File: config.mk
export PLATFORM = sky130hd
export DESIGN_NAME = rc_channel_frame_packer
export DESIGN_NICKNAME = d
export VERILOG_FILES = /design/src/rtl/rcfp_pkg.sv /design/src/rtl/rcfp_queue.sv /design/src/rtl/rcfp_front.sv /design/src/rtl/rcfp_back.sv /design/src/rtl/rc_channel_frame_packer.sv
export VERILOG_INCLUDE_DIRS = /design/src /design/src/rtl
export SDC_FILE = /design/constraint.sdc
export NUM_CORES = 1
export LEC_CHECK = 0
export ABC_AREA = 1
export ABC_CLOCK_PERIOD_IN_PS = 9200
export BUFFER_PORTS_ARGS = -buffer_cell sky130_fd_sc_hd__buf_4
export CAP_MARGIN = 20
export CORE_ASPECT_RATIO = 1.5
export CORE_MARGIN = 1.5
export CORE_UTILIZATION = 30
export DETAILED_ROUTE_END_ITERATION = 10
export PLACE_DENSITY = 0.48
export REMOVE_ABC_BUFFERS = 1
export SETUP_SLACK_MARGIN = 0.15
export SLEW_MARGIN = 20
export SYNTH_ARGS = -nofsm -noshare
export SYNTH_HDL_FRONTEND = slang
export SYNTH_SLANG_ARGS = --single-unit
File: constraint.sdc
create_clock -name clock -period 9.2 [get_ports clock]
set_clock_uncertainty 0.2 [all_clocks]
set_input_delay 1.84 -clock clock [delete_from_list [all_inputs] [get_ports clock]]
set_output_delay 1.84 -clock clock [all_outputs]
set_load 0.02 [all_outputs]
File: src/rtl/rc_channel_frame_packer_assert.svh
// Assertion helpers for the frame packer
`ifndef RC_CHANNEL_FRAME_PACKER_ASSERT_SVH
`define RC_CHANNEL_FRAME_PACKER_ASSERT_SVH

// same-cycle implication
`define RCFP_ASSERT_IMP(label, clk, rst, ante, cons) \
   label: assert property (@(posedge clk) disable iff (rst) (ante) |-> (cons)) \
      else $error("rcfp: implication check failed");

// next-cycle implication
`define RCFP_ASSERT_NXT(label, clk, rst, ante, cons) \
   label: assert property (@(posedge clk) disable iff (rst) (ante) |=> (cons)) \
      else $error("rcfp: next-cycle check failed");

`endif

File: src/rtl/rcfp_pkg.sv
package rcfp_pkg;

   localparam int CHANNELS_DEF = 16;
   localparam int US_W         = 16;
   localparam int CLAMP_W      = 11;
   localparam int RAW_W        = 11;
   localparam int BYTE_W       = 8;
   localparam int CSR_IDX_W    = 8;
   localparam int CSR_DATA_W   = 16;
   localparam int QUEUE_DEPTH  = 4;
   localparam int PROD_W       = 21;
   localparam int ACC_W        = 18;
   localparam int CNT_W        = 5;
   localparam int PEND_W       = 7;

   localparam logic [CLAMP_W-1:0] US_BASE   = 11'd988;
   localparam logic [CLAMP_W-1:0] RAW_SCALE = 11'd1639;
   localparam logic [PROD_W-1:0]  RAW_ROUND = 21'd512;
   localparam logic [RAW_W-1:0]   RAW_MIN   = 11'd172;
   localparam logic [RAW_W-1:0]   RAW_MAX   = 11'd1811;
   localparam logic [BYTE_W-1:0]  LEN_BYTE  = 8'h18;
   localparam logic [BYTE_W-1:0]  CRC_POLY  = 8'hD5;

   localparam logic [CSR_IDX_W-1:0] CSR_PULSE_MIN  = 8'd0;
   localparam logic [CSR_IDX_W-1:0] CSR_PULSE_MAX  = 8'd1;
   localparam logic [CSR_IDX_W-1:0] CSR_SYNC_BYTE  = 8'd2;
   localparam logic [CSR_IDX_W-1:0] CSR_FRAME_TYPE = 8'd3;

   localparam logic [CLAMP_W-1:0] PULSE_MIN_RST  = 11'd988;
   localparam logic [CLAMP_W-1:0] PULSE_MAX_RST  = 11'd2012;
   localparam logic [BYTE_W-1:0]  SYNC_BYTE_RST  = 8'd200;
   localparam logic [BYTE_W-1:0]  FRAME_TYPE_RST = 8'd22;

   typedef struct packed {
      logic [CLAMP_W-1:0] pulse_min_us;
      logic [CLAMP_W-1:0] pulse_max_us;
      logic [BYTE_W-1:0]  sync_byte;
      logic [BYTE_W-1:0]  frame_type_byte;
   } cfg_type;

   typedef struct packed {
      logic [RAW_W-1:0] raw;
      logic             first;
      logic             last;
   } ent_type;

   function automatic logic [BYTE_W-1:0] crc_update(input logic [BYTE_W-1:0] crc,
                                                    input logic [BYTE_W-1:0] data);
      logic [BYTE_W-1:0] c;
      c = crc ^ data;
      for (int i = 0; i < BYTE_W; i++) begin
         if (c[BYTE_W-1]) begin
            c = (c << 1) ^ CRC_POLY;
         end else begin
            c = c << 1;
         end
      end
      return c;
   endfunction

endpackage

File: src/rtl/rcfp_queue.sv
module rcfp_queue (
   input  logic               clock,
   input  logic               reset,
   input  logic               push,
   input  rcfp_pkg::ent_type  wdata,
   input  logic               pop,
   output rcfp_pkg::ent_type  rdata,
   output logic               full,
   output logic               empty
);

   localparam int DEPTH = rcfp_pkg::QUEUE_DEPTH;
   localparam int PTR_W = $clog2(DEPTH);
   localparam int CNT_W = $clog2(DEPTH + 1);

   rcfp_pkg::ent_type mem_ff [DEPTH];
   logic [PTR_W-1:0] wr_ptr_ff, wr_ptr_in;
   logic [PTR_W-1:0] rd_ptr_ff, rd_ptr_in;
   logic [CNT_W-1:0] count_ff, count_in;

   assign full  = (count_ff == CNT_W'(DEPTH));
   assign empty = (count_ff == '0);
   assign rdata = mem_ff[rd_ptr_ff];

   always_comb begin
      wr_ptr_in = push ? wr_ptr_ff + 1'b1 : wr_ptr_ff;
      rd_ptr_in = pop ? rd_ptr_ff + 1'b1 : rd_ptr_ff;
      count_in  = count_ff;
      if (push && !pop) begin
         count_in = count_ff + 1'b1;
      end else if (pop && !push) begin
         count_in = count_ff - 1'b1;
      end
   end

   always_ff @(posedge clock) begin
      if (reset) begin
         wr_ptr_ff <= '0;
         rd_ptr_ff <= '0;
         count_ff  <= '0;
      end else begin
         wr_ptr_ff <= wr_ptr_in;
         rd_ptr_ff <= rd_ptr_in;
         count_ff  <= count_in;
      end
   end

   always_ff @(posedge clock) begin
      if (push) begin
         mem_ff[wr_ptr_ff] <= wdata;
      end
   end

endmodule

File: src/rtl/rcfp_front.sv
module rcfp_front #(
   parameter int CHANNELS = rcfp_pkg::CHANNELS_DEF
) (
   input  logic                         clock,
   input  logic                         reset,
   input  rcfp_pkg::cfg_type            cfg,
   input  logic                         req_tvalid,
   output logic                         req_tready,
   input  logic [rcfp_pkg::US_W-1:0]    req_tdata,
   output logic                         q_push,
   output rcfp_pkg::ent_type            q_wdata,
   input  logic                         q_full
);

   localparam int CH_W = $clog2(CHANNELS);
   localparam logic [CH_W-1:0] CH_LAST = CH_W'(CHANNELS - 1);

   logic [CH_W-1:0]                  ch_ff, ch_in;
   logic                             stg_valid_ff, stg_valid_in;
   logic [rcfp_pkg::CLAMP_W-1:0]     stg_u_ff, stg_u_in;
   logic                             stg_first_ff, stg_last_ff;
   logic                             accept;

   logic [rcfp_pkg::US_W-1:0]        lo_us;
   logic [rcfp_pkg::CLAMP_W-1:0]     diff;
   logic [rcfp_pkg::PROD_W-1:0]      prod;
   logic [rcfp_pkg::RAW_W:0]         raw_wide;
   logic [rcfp_pkg::RAW_W-1:0]       raw;

   assign q_push     = stg_valid_ff && !q_full;
   assign req_tready = !stg_valid_ff || q_push;
   assign accept     = req_tvalid && req_tready;

   // clamp: lower limit first, upper limit second
   always_comb begin
      lo_us = (req_tdata < rcfp_pkg::US_W'(cfg.pulse_min_us)) ?
              rcfp_pkg::US_W'(cfg.pulse_min_us) : req_tdata;
      stg_u_in = (lo_us > rcfp_pkg::US_W'(cfg.pulse_max_us)) ?
                 cfg.pulse_max_us : lo_us[rcfp_pkg::CLAMP_W-1:0];
   end

   always_comb begin
      diff     = stg_u_ff - rcfp_pkg::US_BASE;
      prod     = rcfp_pkg::PROD_W'(diff) * rcfp_pkg::PROD_W'(rcfp_pkg::RAW_SCALE)
                 + rcfp_pkg::RAW_ROUND;
      raw_wide = {1'b0, prod[rcfp_pkg::PROD_W-1:10]} + (rcfp_pkg::RAW_W+1)'(rcfp_pkg::RAW_MIN);
      if (stg_u_ff < rcfp_pkg::US_BASE) begin
         raw = rcfp_pkg::RAW_MIN;
      end else if (raw_wide > (rcfp_pkg::RAW_W+1)'(rcfp_pkg::RAW_MAX)) begin
         raw = rcfp_pkg::RAW_MAX;
      end else begin
         raw = raw_wide[rcfp_pkg::RAW_W-1:0];
      end
      q_wdata.raw   = raw;
      q_wdata.first = stg_first_ff;
      q_wdata.last  = stg_last_ff;
   end

   always_comb begin
      ch_in        = ch_ff;
      stg_valid_in = stg_valid_ff;
      if (accept) begin
         ch_in        = (ch_ff == CH_LAST) ? '0 : ch_ff + 1'b1;
         stg_valid_in = 1'b1;
      end else if (q_push) begin
         stg_valid_in = 1'b0;
      end
   end

   always_ff @(posedge clock) begin
      if (reset) begin
         ch_ff        <= '0;
         stg_valid_ff <= 1'b0;
      end else begin
         ch_ff        <= ch_in;
         stg_valid_ff <= stg_valid_in;
      end
   end

   always_ff @(posedge clock) begin
      if (accept) begin
         stg_u_ff     <= stg_u_in;
         stg_first_ff <= (ch_ff == '0);
         stg_last_ff  <= (ch_ff == CH_LAST);
      end
   end

endmodule

File: src/rtl/rcfp_back.sv
module rcfp_back (
   input  logic                          clock,
   input  logic                          reset,
   input  rcfp_pkg::cfg_type             cfg,
   input  logic                          q_empty,
   input  rcfp_pkg::ent_type             q_rdata,
   output logic                          q_pop,
   output logic                          rsp_tvalid,
   input  logic                          rsp_tready,
   output logic [rcfp_pkg::BYTE_W-1:0]   rsp_tdata,
   output logic                          rsp_tlast,
   output logic                          rsp_tuser
);

   localparam logic [2:0] PH_SYNC = 3'd0;
   localparam logic [2:0] PH_LEN  = 3'd1;
   localparam logic [2:0] PH_TYPE = 3'd2;
   localparam logic [2:0] PH_DATA = 3'd3;
   localparam logic [2:0] PH_CRC  = 3'd4;

   logic                          busy_ff, busy_in;
   logic [2:0]                    phase_ff, phase_in;
   logic                          last_ff, last_in;
   logic [rcfp_pkg::ACC_W-1:0]    acc_ff, acc_in;
   logic [rcfp_pkg::CNT_W-1:0]    cnt_ff, cnt_in;
   logic [rcfp_pkg::PEND_W-1:0]   pend_ff, pend_in;
   logic [2:0]                    pc_ff, pc_in;
   logic [rcfp_pkg::BYTE_W-1:0]   crc_ff, crc_in;

   logic                          out_valid_ff, out_valid_in;
   logic [rcfp_pkg::BYTE_W-1:0]   out_byte_ff, out_byte_in;
   logic                          out_last_ff, out_last_in;
   logic                          out_fend_ff, out_fend_in;

   logic                          out_free, emit, done, fend;
   logic [rcfp_pkg::BYTE_W-1:0]   byte_val;

   assign out_free   = !out_valid_ff || rsp_tready;
   assign emit       = busy_ff && out_free;
   assign rsp_tvalid = out_valid_ff;
   assign rsp_tdata  = out_byte_ff;
   assign rsp_tlast  = out_last_ff;
   assign rsp_tuser  = out_fend_ff;

   always_comb begin
      busy_in  = busy_ff;
      phase_in = phase_ff;
      last_in  = last_ff;
      acc_in   = acc_ff;
      cnt_in   = cnt_ff;
      pend_in  = pend_ff;
      pc_in    = pc_ff;
      crc_in   = crc_ff;
      byte_val = '0;
      done     = 1'b0;
      fend     = 1'b0;

      if (emit) begin
         unique case (phase_ff)
            PH_SYNC: begin
               byte_val = cfg.sync_byte;
               phase_in = PH_LEN;
            end
            PH_LEN: begin
               byte_val = rcfp_pkg::LEN_BYTE;
               phase_in = PH_TYPE;
            end
            PH_TYPE: begin
               byte_val = cfg.frame_type_byte;
               crc_in   = rcfp_pkg::crc_update('0, cfg.frame_type_byte);
               phase_in = PH_DATA;
            end
            PH_DATA: begin
               byte_val = acc_ff[rcfp_pkg::BYTE_W-1:0];
               crc_in   = rcfp_pkg::crc_update(crc_ff, acc_ff[rcfp_pkg::BYTE_W-1:0]);
               acc_in   = acc_ff >> rcfp_pkg::BYTE_W;
               cnt_in   = cnt_ff - rcfp_pkg::CNT_W'(rcfp_pkg::BYTE_W);
               if (cnt_in < rcfp_pkg::CNT_W'(rcfp_pkg::BYTE_W)) begin
                  pend_in = acc_in[rcfp_pkg::PEND_W-1:0];
                  pc_in   = cnt_in[2:0];
                  if (last_ff) begin
                     phase_in = PH_CRC;
                  end else begin
                     done = 1'b1;
                  end
               end
            end
            PH_CRC: begin
               byte_val = crc_ff;
               fend     = 1'b1;
               crc_in   = '0;
               pend_in  = '0;
               pc_in    = '0;
               done     = 1'b1;
            end
            default: begin
               done = 1'b1;
            end
         endcase
      end

      q_pop = !q_empty && (!busy_ff || done);

      if (q_pop) begin
         busy_in  = 1'b1;
         last_in  = q_rdata.last;
         phase_in = q_rdata.first ? PH_SYNC : PH_DATA;
         acc_in   = rcfp_pkg::ACC_W'(pend_in) | (rcfp_pkg::ACC_W'(q_rdata.raw) << pc_in);
         cnt_in   = rcfp_pkg::CNT_W'(pc_in) + rcfp_pkg::CNT_W'(rcfp_pkg::RAW_W);
      end else if (done) begin
         busy_in = 1'b0;
      end

      out_valid_in = out_valid_ff;
      out_byte_in  = out_byte_ff;
      out_last_in  = out_last_ff;
      out_fend_in  = out_fend_ff;
      if (emit) begin
         out_valid_in = 1'b1;
         out_byte_in  = byte_val;
         out_last_in  = done;
         out_fend_in  = fend;
      end else if (rsp_tready) begin
         out_valid_in = 1'b0;
      end
   end

   always_ff @(posedge clock) begin
      if (reset) begin
         busy_ff      <= 1'b0;
         phase_ff     <= PH_SYNC;
         pend_ff      <= '0;
         pc_ff        <= '0;
         crc_ff       <= '0;
         out_valid_ff <= 1'b0;
      end else begin
         busy_ff      <= busy_in;
         phase_ff     <= phase_in;
         pend_ff      <= pend_in;
         pc_ff        <= pc_in;
         crc_ff       <= crc_in;
         out_valid_ff <= out_valid_in;
      end
   end

   always_ff @(posedge clock) begin
      last_ff     <= last_in;
      acc_ff      <= acc_in;
      cnt_ff      <= cnt_in;
      out_byte_ff <= out_byte_in;
      out_last_ff <= out_last_in;
      out_fend_ff <= out_fend_in;
   end

endmodule

File: src/rtl/rc_channel_frame_packer.sv
// Path from a taken input word to its first output word, queue empty: staging register,
// queue, packer state register, output register. Throughput: one output word per cycle
// while rsp_tready is high; a channel gives 1 to 4 words, 26 per frame of 16 channels.
// Input takes a new word every cycle while the 4-entry queue has room.
// Reset: synchronous, active high; clears frame position, CRC, queue and output,
// and loads the register defaults. No clearing pass.
`include "rc_channel_frame_packer_assert.svh"

module rc_channel_frame_packer #(
   parameter int CHANNELS = rcfp_pkg::CHANNELS_DEF
) (
   input  logic                             clock,
   input  logic                             reset,
   input  logic                             req_tvalid,
   output logic                             req_tready,
   input  logic [rcfp_pkg::US_W-1:0]        req_tdata,    // [15:0] pulse_us
   output logic                             rsp_tvalid,
   input  logic                             rsp_tready,
   output logic [rcfp_pkg::BYTE_W-1:0]      rsp_tdata,    // [7:0] out_byte
   output logic                             rsp_tlast,
   output logic                             rsp_tuser,    // [0] frame_end
   input  logic                             csr_valid,
   output logic                             csr_ready,
   input  logic [rcfp_pkg::CSR_IDX_W-1:0]   csr_index,
   input  logic [rcfp_pkg::CSR_DATA_W-1:0]  csr_wdata
);

   rcfp_pkg::cfg_type cfg_ff;
   rcfp_pkg::ent_type q_wdata, q_rdata;
   logic              q_push, q_pop, q_full, q_empty;

   assign csr_ready = 1'b1;

   always_ff @(posedge clock) begin
      if (reset) begin
         cfg_ff.pulse_min_us    <= rcfp_pkg::PULSE_MIN_RST;
         cfg_ff.pulse_max_us    <= rcfp_pkg::PULSE_MAX_RST;
         cfg_ff.sync_byte       <= rcfp_pkg::SYNC_BYTE_RST;
         cfg_ff.frame_type_byte <= rcfp_pkg::FRAME_TYPE_RST;
      end else if (csr_valid) begin
         unique case (csr_index)
            rcfp_pkg::CSR_PULSE_MIN:
               cfg_ff.pulse_min_us    <= csr_wdata[rcfp_pkg::CLAMP_W-1:0];
            rcfp_pkg::CSR_PULSE_MAX:
               cfg_ff.pulse_max_us    <= csr_wdata[rcfp_pkg::CLAMP_W-1:0];
            rcfp_pkg::CSR_SYNC_BYTE:
               cfg_ff.sync_byte       <= csr_wdata[rcfp_pkg::BYTE_W-1:0];
            rcfp_pkg::CSR_FRAME_TYPE:
               cfg_ff.frame_type_byte <= csr_wdata[rcfp_pkg::BYTE_W-1:0];
            default: begin
            end
         endcase
      end
   end

   rcfp_front #(
      .CHANNELS (CHANNELS)
   ) u_front (
      .clock      (clock),
      .reset      (reset),
      .cfg        (cfg_ff),
      .req_tvalid (req_tvalid),
      .req_tready (req_tready),
      .req_tdata  (req_tdata),
      .q_push     (q_push),
      .q_wdata    (q_wdata),
      .q_full     (q_full)
   );

   rcfp_queue u_queue (
      .clock (clock),
      .reset (reset),
      .push  (q_push),
      .wdata (q_wdata),
      .pop   (q_pop),
      .rdata (q_rdata),
      .full  (q_full),
      .empty (q_empty)
   );

   rcfp_back u_back (
      .clock      (clock),
      .reset      (reset),
      .cfg        (cfg_ff),
      .q_empty    (q_empty),
      .q_rdata    (q_rdata),
      .q_pop      (q_pop),
      .rsp_tvalid (rsp_tvalid),
      .rsp_tready (rsp_tready),
      .rsp_tdata  (rsp_tdata),
      .rsp_tlast  (rsp_tlast),
      .rsp_tuser  (rsp_tuser)
   );

   `RCFP_ASSERT_IMP(a_pop_not_empty, clock, reset, q_pop, !q_empty)
   `RCFP_ASSERT_IMP(a_push_not_full, clock, reset, q_push, !q_full)
   `RCFP_ASSERT_IMP(a_crc_ends_run, clock, reset, rsp_tvalid && rsp_tuser, rsp_tlast)
   `RCFP_ASSERT_NXT(a_push_fills, clock, reset, q_push && !q_pop, !q_empty)

endmodule

==> results of run 1 <==
-- cells by family after synthesis --
| logic type | count (synthesis) | share of synthesized area |
|---|---|---|
| xor+xnor | 72 | 0.0593 |
| simple gates | 478 | 0.168 |
| fa+ha+maj | 129 | 0.160 |
| buf+inv | 277 | 0.0908 |
| flops | 174 | 0.384 |
| other cells | 1 | 0.000322 |
| mux | 2 | 0.00172 |
| compound gates | 285 | 0.135 |
-- sequential cells by signal, indices dropped and copies added (netlist names), 2 cells and up, named ones only --
register / count
u_back.acc_ff: 18
u_front.stg_u_ff: 11
u_back.pend_ff: 7
u_back.pc_ff: 3
u_back.rsp_tdata: 8
u_queue.rd_ptr_ff: 2
u_back.cnt_ff: 5
u_back.phase_ff: 3
u_queue.wr_ptr_ff: 2
u_queue.count_ff: 3
u_queue.mem_ff: 52
u_back.crc_ff: 8
u_front.ch_ff: 4
cfg_ff: 38
-- worst reg2reg max path, delay by kind of cell, from the launching register on --
| family | cells | cell delay [ns] |
|---|---|---|
| buf+inv | 7 | 0.56 |
| compound gates | 2 | 0.51 |
| flops | 1 | 0.48 |
| simple gates | 16 | 2.08 |
| fa+ha+maj | 7 | 2.61 |
| xor+xnor | 2 | 0.39 |
-- power by group through the flow --
stage,logic (W),clock network [W],registers (W)
after floorplan,0.00176,0,0.00126
after global placement,0.00236,0,0.00128
after detailed placement,0.00238,0,0.00128
after CTS,0.00239,0.000736,0.00127
after global routing,0.00271,0.000762,0.00128
final,0.00235,0.000717,0.00126
-- per-layer routing --
metal | GRT usage | wire length, um | up-vias
li1 | - | - | 4729
met1 | 0.153 | 11100 | 4228
met2 | 0.299 | 16000 | 83
met3 | 0.0204 | 511 | 34
met4 | 0.0594 | 848 | 0
met5 | 0 | 0 | -
-- cells in the final DEF, fill, tap and decap left out, types with 4 or more instances in the layout --
master and count:
xor2_2 6, buf_4 60, xnor2_1 28, o21ai_1 7, nand4_1 12, o221ai_1 11, nor4_1 4, o211ai_1 5
o21ai_0 124, fa_1 33, xor2_1 36, edfxtp_1 99, dfxtp_1 75, inv_1 233, o22ai_1 14, clkbuf_16 17
a21oi_1 99, nor2_1 96, nand3_1 48, inv_6 6, nand2_1 292, nor3_1 11, ha_1 96
-- metrics by stage --
stage,total power [W],cell area (um^2)
after floorplan,0.00301,11500
final,0.00433,13100
after global placement,0.00364,12500
after detailed placement,0.00366,12500
after global routing,0.00475,13100
after CTS,0.00439,13100
-- worst max-delay path by stage --
stage                                 endpoint  cells past startpoint
after floorplan           u_queue.mem_ff[0][5]                     34
after global placement    u_queue.mem_ff[2][5]                     34
after detailed placement  u_queue.mem_ff[2][7]                     34
after CTS                 u_queue.mem_ff[2][7]                     34
after global routing      u_queue.mem_ff[3][2]                     35
final                     u_queue.mem_ff[2][5]                     34
-- final cells by class --
type / count / area share
flip-flops and latches: 174 / 0.341
well taps: 495 / 0.0472
inverters: 237 / 0.0678
repair buffers: 60 / 0.0343
clock inverters: 15 / 0.0114
clock buffers: 17 / 0.0324
multi-input cells: 967 / 0.466
==> flow_metrics.tcl, run 1 <==
set metrics [dict create \
    pre_cts_ws_ns 2.08 \
    r2r_end "u_queue.mem_ff[2][5]" \
    tightest_slew_ns 0.948 \
    grt_max_degree 32 \
    cts_sinks 174 \
    cts_buffer_depth 2 \
    cts_made_buffers 17 \
    areaGrowthSynthToFinish_pct 12.7 \
    fin_ws_ns 2.11 \
    yosysWarnings 0 \
    netlist_instances 1418 \
    fp-row-count 88 \
    maxSlewViolCount 0 \
    seq_power_share 0.292 \
    power.internal_w 0.00233 \
    p_sw_w 0.00200 \
    cp_slowest_stage_delay_ns 0.53 \
    antenna_found_initial 0 \
    cpMaxStageDelayCell "fa_1" \
    critPathCaptureType "register" \
    final_antenna_net_count 0 \
    core_area_mm2 0.0383 \
    gr-total-overflow 0 \
    cp_num_buf_inv 7 \
    chipHeight_um 244 \
    rsz0062_at_grt "no" \
    diodes 0 \
    route.detailed.vias_per_inst 4.62 \
    postRouteWirelength_mm 28.4 \
    p_comb_frac 0.543 \
    num_io_pins 58 \
    start_kind "register" \
    insertion_delay_ns 0.46 \
    die_area_mm2 0.0400 \
    timing.rr.start "u_front.stg_u_ff[2]" \
    grt_pass1_wl_mm 46.8 \
    hold_start "u_queue.rd_ptr_ff[0]" \
    max_cap_viol_count 0 \
    avgSynthCellArea_um2 8.21 \
    place_congestion 0.815 \
    num_vias 9074 \
    yosys-top-cells-area "edfxtp_1 26%, dfxtp_1 13%, ha_1 10%" \
    dp_hpwl_mm 22.4 \
    synth_top_area_frac 0.255 \
    async_reset_ff_frac 0 \
    avgRoutedWirePerCell_um 14.5 \
    synthDistinctLibCells 53 \
    cts_hold_buf 0 \
    synth_top_area_cell "edfxtp_1" \
    holdWs_ns 0.258 \
    min_path_cells 1 \
    status "finished, final reports clean" \
    synth_area_mm2 0.0116 \
    fill_cells 4081 \
    finalHoldViolations 0 \
    synth_ff_type "edfxtp_1" \
    cts.clk_slew.worst_paths_ns 0.07 \
    path_class "register to register" \
    pwr-share-clk 0.166 \
    fmax_ghz 0.141 \
    power_leakage_nw 6.02 \
    io_buffer_count 51 \
    first_iter_violations 367 \
    cts_tree "yes" \
    grt_pass1_vias 9262 \
    slew_headroom 0.368 \
    post-cts-setup-buffers 0 \
    arrival_ns 7.08 \
    regArea_mm2 0.00447 \
    vdd_drop_max_mv 0.471 \
    utilization 0.342 \
    postCtsResizedCells 0 \
    fin_crit_sh 0.771 \
    startpoint "u_front.stg_u_ff[2]" \
    cpLargestDelayFamily "adder cells" \
    crit_required_ns 9.19 \
    multiInputGateArea_mm2 0.00611 \
    cp_max_fo 8 \
    first_pass_iters 4 \
    post-synth-top-count-cell "nand2_1" \
    place_inst 1933 \
    synth_common_cells "292 x nand2_1, 233 x inv_1, 124 x o21ai_0" \
    synth-seq-area-share 0.384 \
    root_buffer "clkbuf_16" \
    power_density_mw_per_mm2 330 \
    drive_above_1_share 0.0755 \
    switching_share 0.462 \
    rr_worst_depth 34 \
    start_util 0.304 \
    synth_edf_count 99 \
    setup_viol 0 \
    die_x_um 164 \
    fin_nets 1631 \
    cpMostUsedCell "nand2_1" \
    period_minus_slack_ns 7.09 \
    grt_util_all_layers 0.150 \
    drc 0 \
    r2r_setup_slack_ns 2.11 \
    ys_seq_elements 174 \
    h-tree-depth 4 \
    worstHoldPathType "register to register" \
    final_cells 1965 \
    tns_ns 0 \
]
No activity file was read; power rests on OpenSTA's default activity.
==> run 2, diff against run 1 <==
- ABC_CLOCK_PERIOD_IN_PS: 9200 -> 7300
- clock period: 9.2 -> 7.3 ns (I/O delays scaled with it)
==> run 2 against run 1 <==
Against the previous run: register-to-register slack got worse by 1.4 ns; first-iteration DRC count rose by 13%; largest power group unchanged; design area rose by 0.60%; fmax rose by 7.3%; wire length fell by 0.13%; count of clock-buffer cells in the layout rose by 1; critical endpoint is now u_queue.mem_ff[1][7]; largest cell class unchanged; combinational power rose by 27%; cell count rose by 0.46%; flip-flop and latch count did not move.
==> flow_metrics.tcl, run 2 (synthesized netlist as in run 1, its figures left out) <==
set metrics [dict create \
    drc 0 \
    cts_tree "yes" \
    critPathCaptureType "register" \
    fmax_ghz 0.151 \
    dp_hpwl_mm 22.4 \
    fin_nets 1640 \
    final_common_cell "nand2_1" \
    tns_ns 0 \
    diodes 0 \
    seq_power_share 0.289 \
    drive_above_1_share 0.0805 \
    num_vias 9161 \
    power_density_mw_per_mm2 416 \
    slew_headroom 0.346 \
    place_inst 1936 \
    hold_start "u_queue.rd_ptr_ff[1]" \
    maxSlewViolCount 0 \
    power.internal_w 0.00297 \
    total_power_w 0.00549 \
    arrival_ns 6.57 \
    grt_max_degree 32 \
    cts_sinks 174 \
    antenna_found_initial 0 \
    pwr-share-clk 0.166 \
    top_register "u_queue.mem_ff" \
    r2r_end "u_queue.mem_ff[1][7]" \
    fp-row-count 88 \
    first_pass_iters 4 \
    setup_viol 0 \
    cp_max_fo 8 \
    first_iter_violations 416 \
    core_area_mm2 0.0383 \
    p_comb_frac 0.545 \
    final_cells 1974 \
    tightest_slew_ns 0.981 \
    chipHeight_um 244 \
    cts.clk_slew.worst_paths_ns 0.07 \
    start_util 0.304 \
    finalHoldViolations 0 \
    grt_pass1_vias 9204 \
    die_x_um 164 \
    h-tree-depth 4 \
    grt_pass1_wl_mm 46.8 \
    power_leakage_nw 6.07 \
    die_area_mm2 0.0400 \
    cp_slowest_stage_delay_ns 0.57 \
    utilization 0.344 \
    switching_share 0.459 \
    path_class "register to register" \
    postRouteWirelength_mm 28.4 \
    cpLargestDelayFamily "adder cells" \
    gr-total-overflow 0 \
    p_sw_w 0.00252 \
    vdd_drop_max_mv 0.492 \
    fill_cells 4038 \
    layout_common_cells "292 x nand2_1, 233 x inv_1, 124 x o21ai_0, 99 x edfxtp_1, 98 x a21oi_1" \
    insertion_delay_ns 0.44 \
    status "finished, final reports clean" \
    multiInputGateArea_mm2 0.00611 \
    regArea_mm2 0.00447 \
    cts_made_buffers 17 \
    largest_reg_flops 52 \
    timing.rr.start "u_front.stg_u_ff[2]" \
    period_minus_slack_ns 6.61 \
    min_to "u_queue.rd_ptr_ff[1]" \
    cpMostUsedCell "nand2_1" \
    final_antenna_net_count 0 \
    avgRoutedWirePerCell_um 14.4 \
    top_regs "u_queue.mem_ff: 52 flops, cfg_ff: 38 flops, u_back.acc_ff: 18 flops" \
    root_buffer "clkbuf_16" \
    max_cap_viol_count 0 \
    io_buffer_count 51 \
    rsz0062_at_grt "no" \
    start_kind "register" \
    r2r_setup_slack_ns 0.69 \
    route.detailed.vias_per_inst 4.64 \
    place_congestion 0.816 \
    fin_crit_sh 0.905 \
    areaGrowthSynthToFinish_pct 13.4 \
    rr_worst_depth 29 \
    cts_buffer_depth 2 \
    cp_num_buf_inv 7 \
    cpMaxStageDelayCell "fa_1" \
    num_io_pins 58 \
    worstHoldPathType "register to register" \
    min_path_cells 2 \
    crit_required_ns 7.27 \
    grt_util_all_layers 0.150 \
]
## run 2: stage by stage
step,hold slack [ns],cell area (um^2),setup slack (ns)
after CTS,0.272,13200,0.352
after global placement,0.251,12600,0.417
final,0.271,13200,0.692
after detailed placement,0.257,12600,0.431
after global routing,0.302,13200,0.100
after floorplan,0.240,11500,0.978
## run 2: timing repair
| item | in CTS | in global routing |
|---|---|---|
| hold buffers | 0 | 0 |
| buffers inserted | 0 | 6 |
| endpoints found under the setup margin | 0 | 36 |
| resized for setup | 0 | 1 |
## run 2: how the worst max path moves through the flow
stage                     depth (start not counted)  slack [ns]                 from              endpoint
after CTS                                        34        0.35  u_front.stg_u_ff[2]  u_queue.mem_ff[3][5]
after floorplan                                  34        0.98  u_front.stg_u_ff[2]  u_queue.mem_ff[0][5]
after detailed placement                         34        0.43  u_front.stg_u_ff[2]  u_queue.mem_ff[3][5]
after global placement                           34        0.42  u_front.stg_u_ff[2]  u_queue.mem_ff[2][5]
after global routing                             35         0.1  u_front.stg_u_ff[2]  u_queue.mem_ff[0][9]
final                                            29        0.69  u_front.stg_u_ff[2]  u_queue.mem_ff[1][7]
## run 2: power groups by stage
stage | registers (W) | clock network [W] | logic, W
after floorplan | 0.00158 | 0 | 0.00222
after global placement | 0.00161 | 0 | 0.00297
after detailed placement | 0.00161 | 0 | 0.00301
after CTS | 0.00159 | 0.000939 | 0.00303
after global routing | 0.00161 | 0.000968 | 0.00344
final | 0.00159 | 0.000913 | 0.00299
## run 2: area by class of cell
type	count	share of cell area
Sequential cell	174	0.339
Inverter	237	0.0674
Tap cell	495	0.0469
Timing Repair Buffer	69	0.0392
Multi-Input combinational cell	967	0.463
Clock inverter	14	0.0117
Clock buffer	18	0.0325
## run 2: tightest hold or removal path, stage by stage (launching register included)
cell and delay, ns:
dfxtp_1 0.30, inv_1 0.05, a21oi_1 0.07
## run 2: per-layer routing
layer | up-vias | share of wire | GRT usage
li1 | 4746 | - | -
met1 | 4258 | 0.39 | 0.153
met2 | 113 | 0.55 | 0.294
met3 | 44 | 0.019 | 0.0188
met4 | 0 | 0.040 | 0.0711
met5 | - | 0 | 0
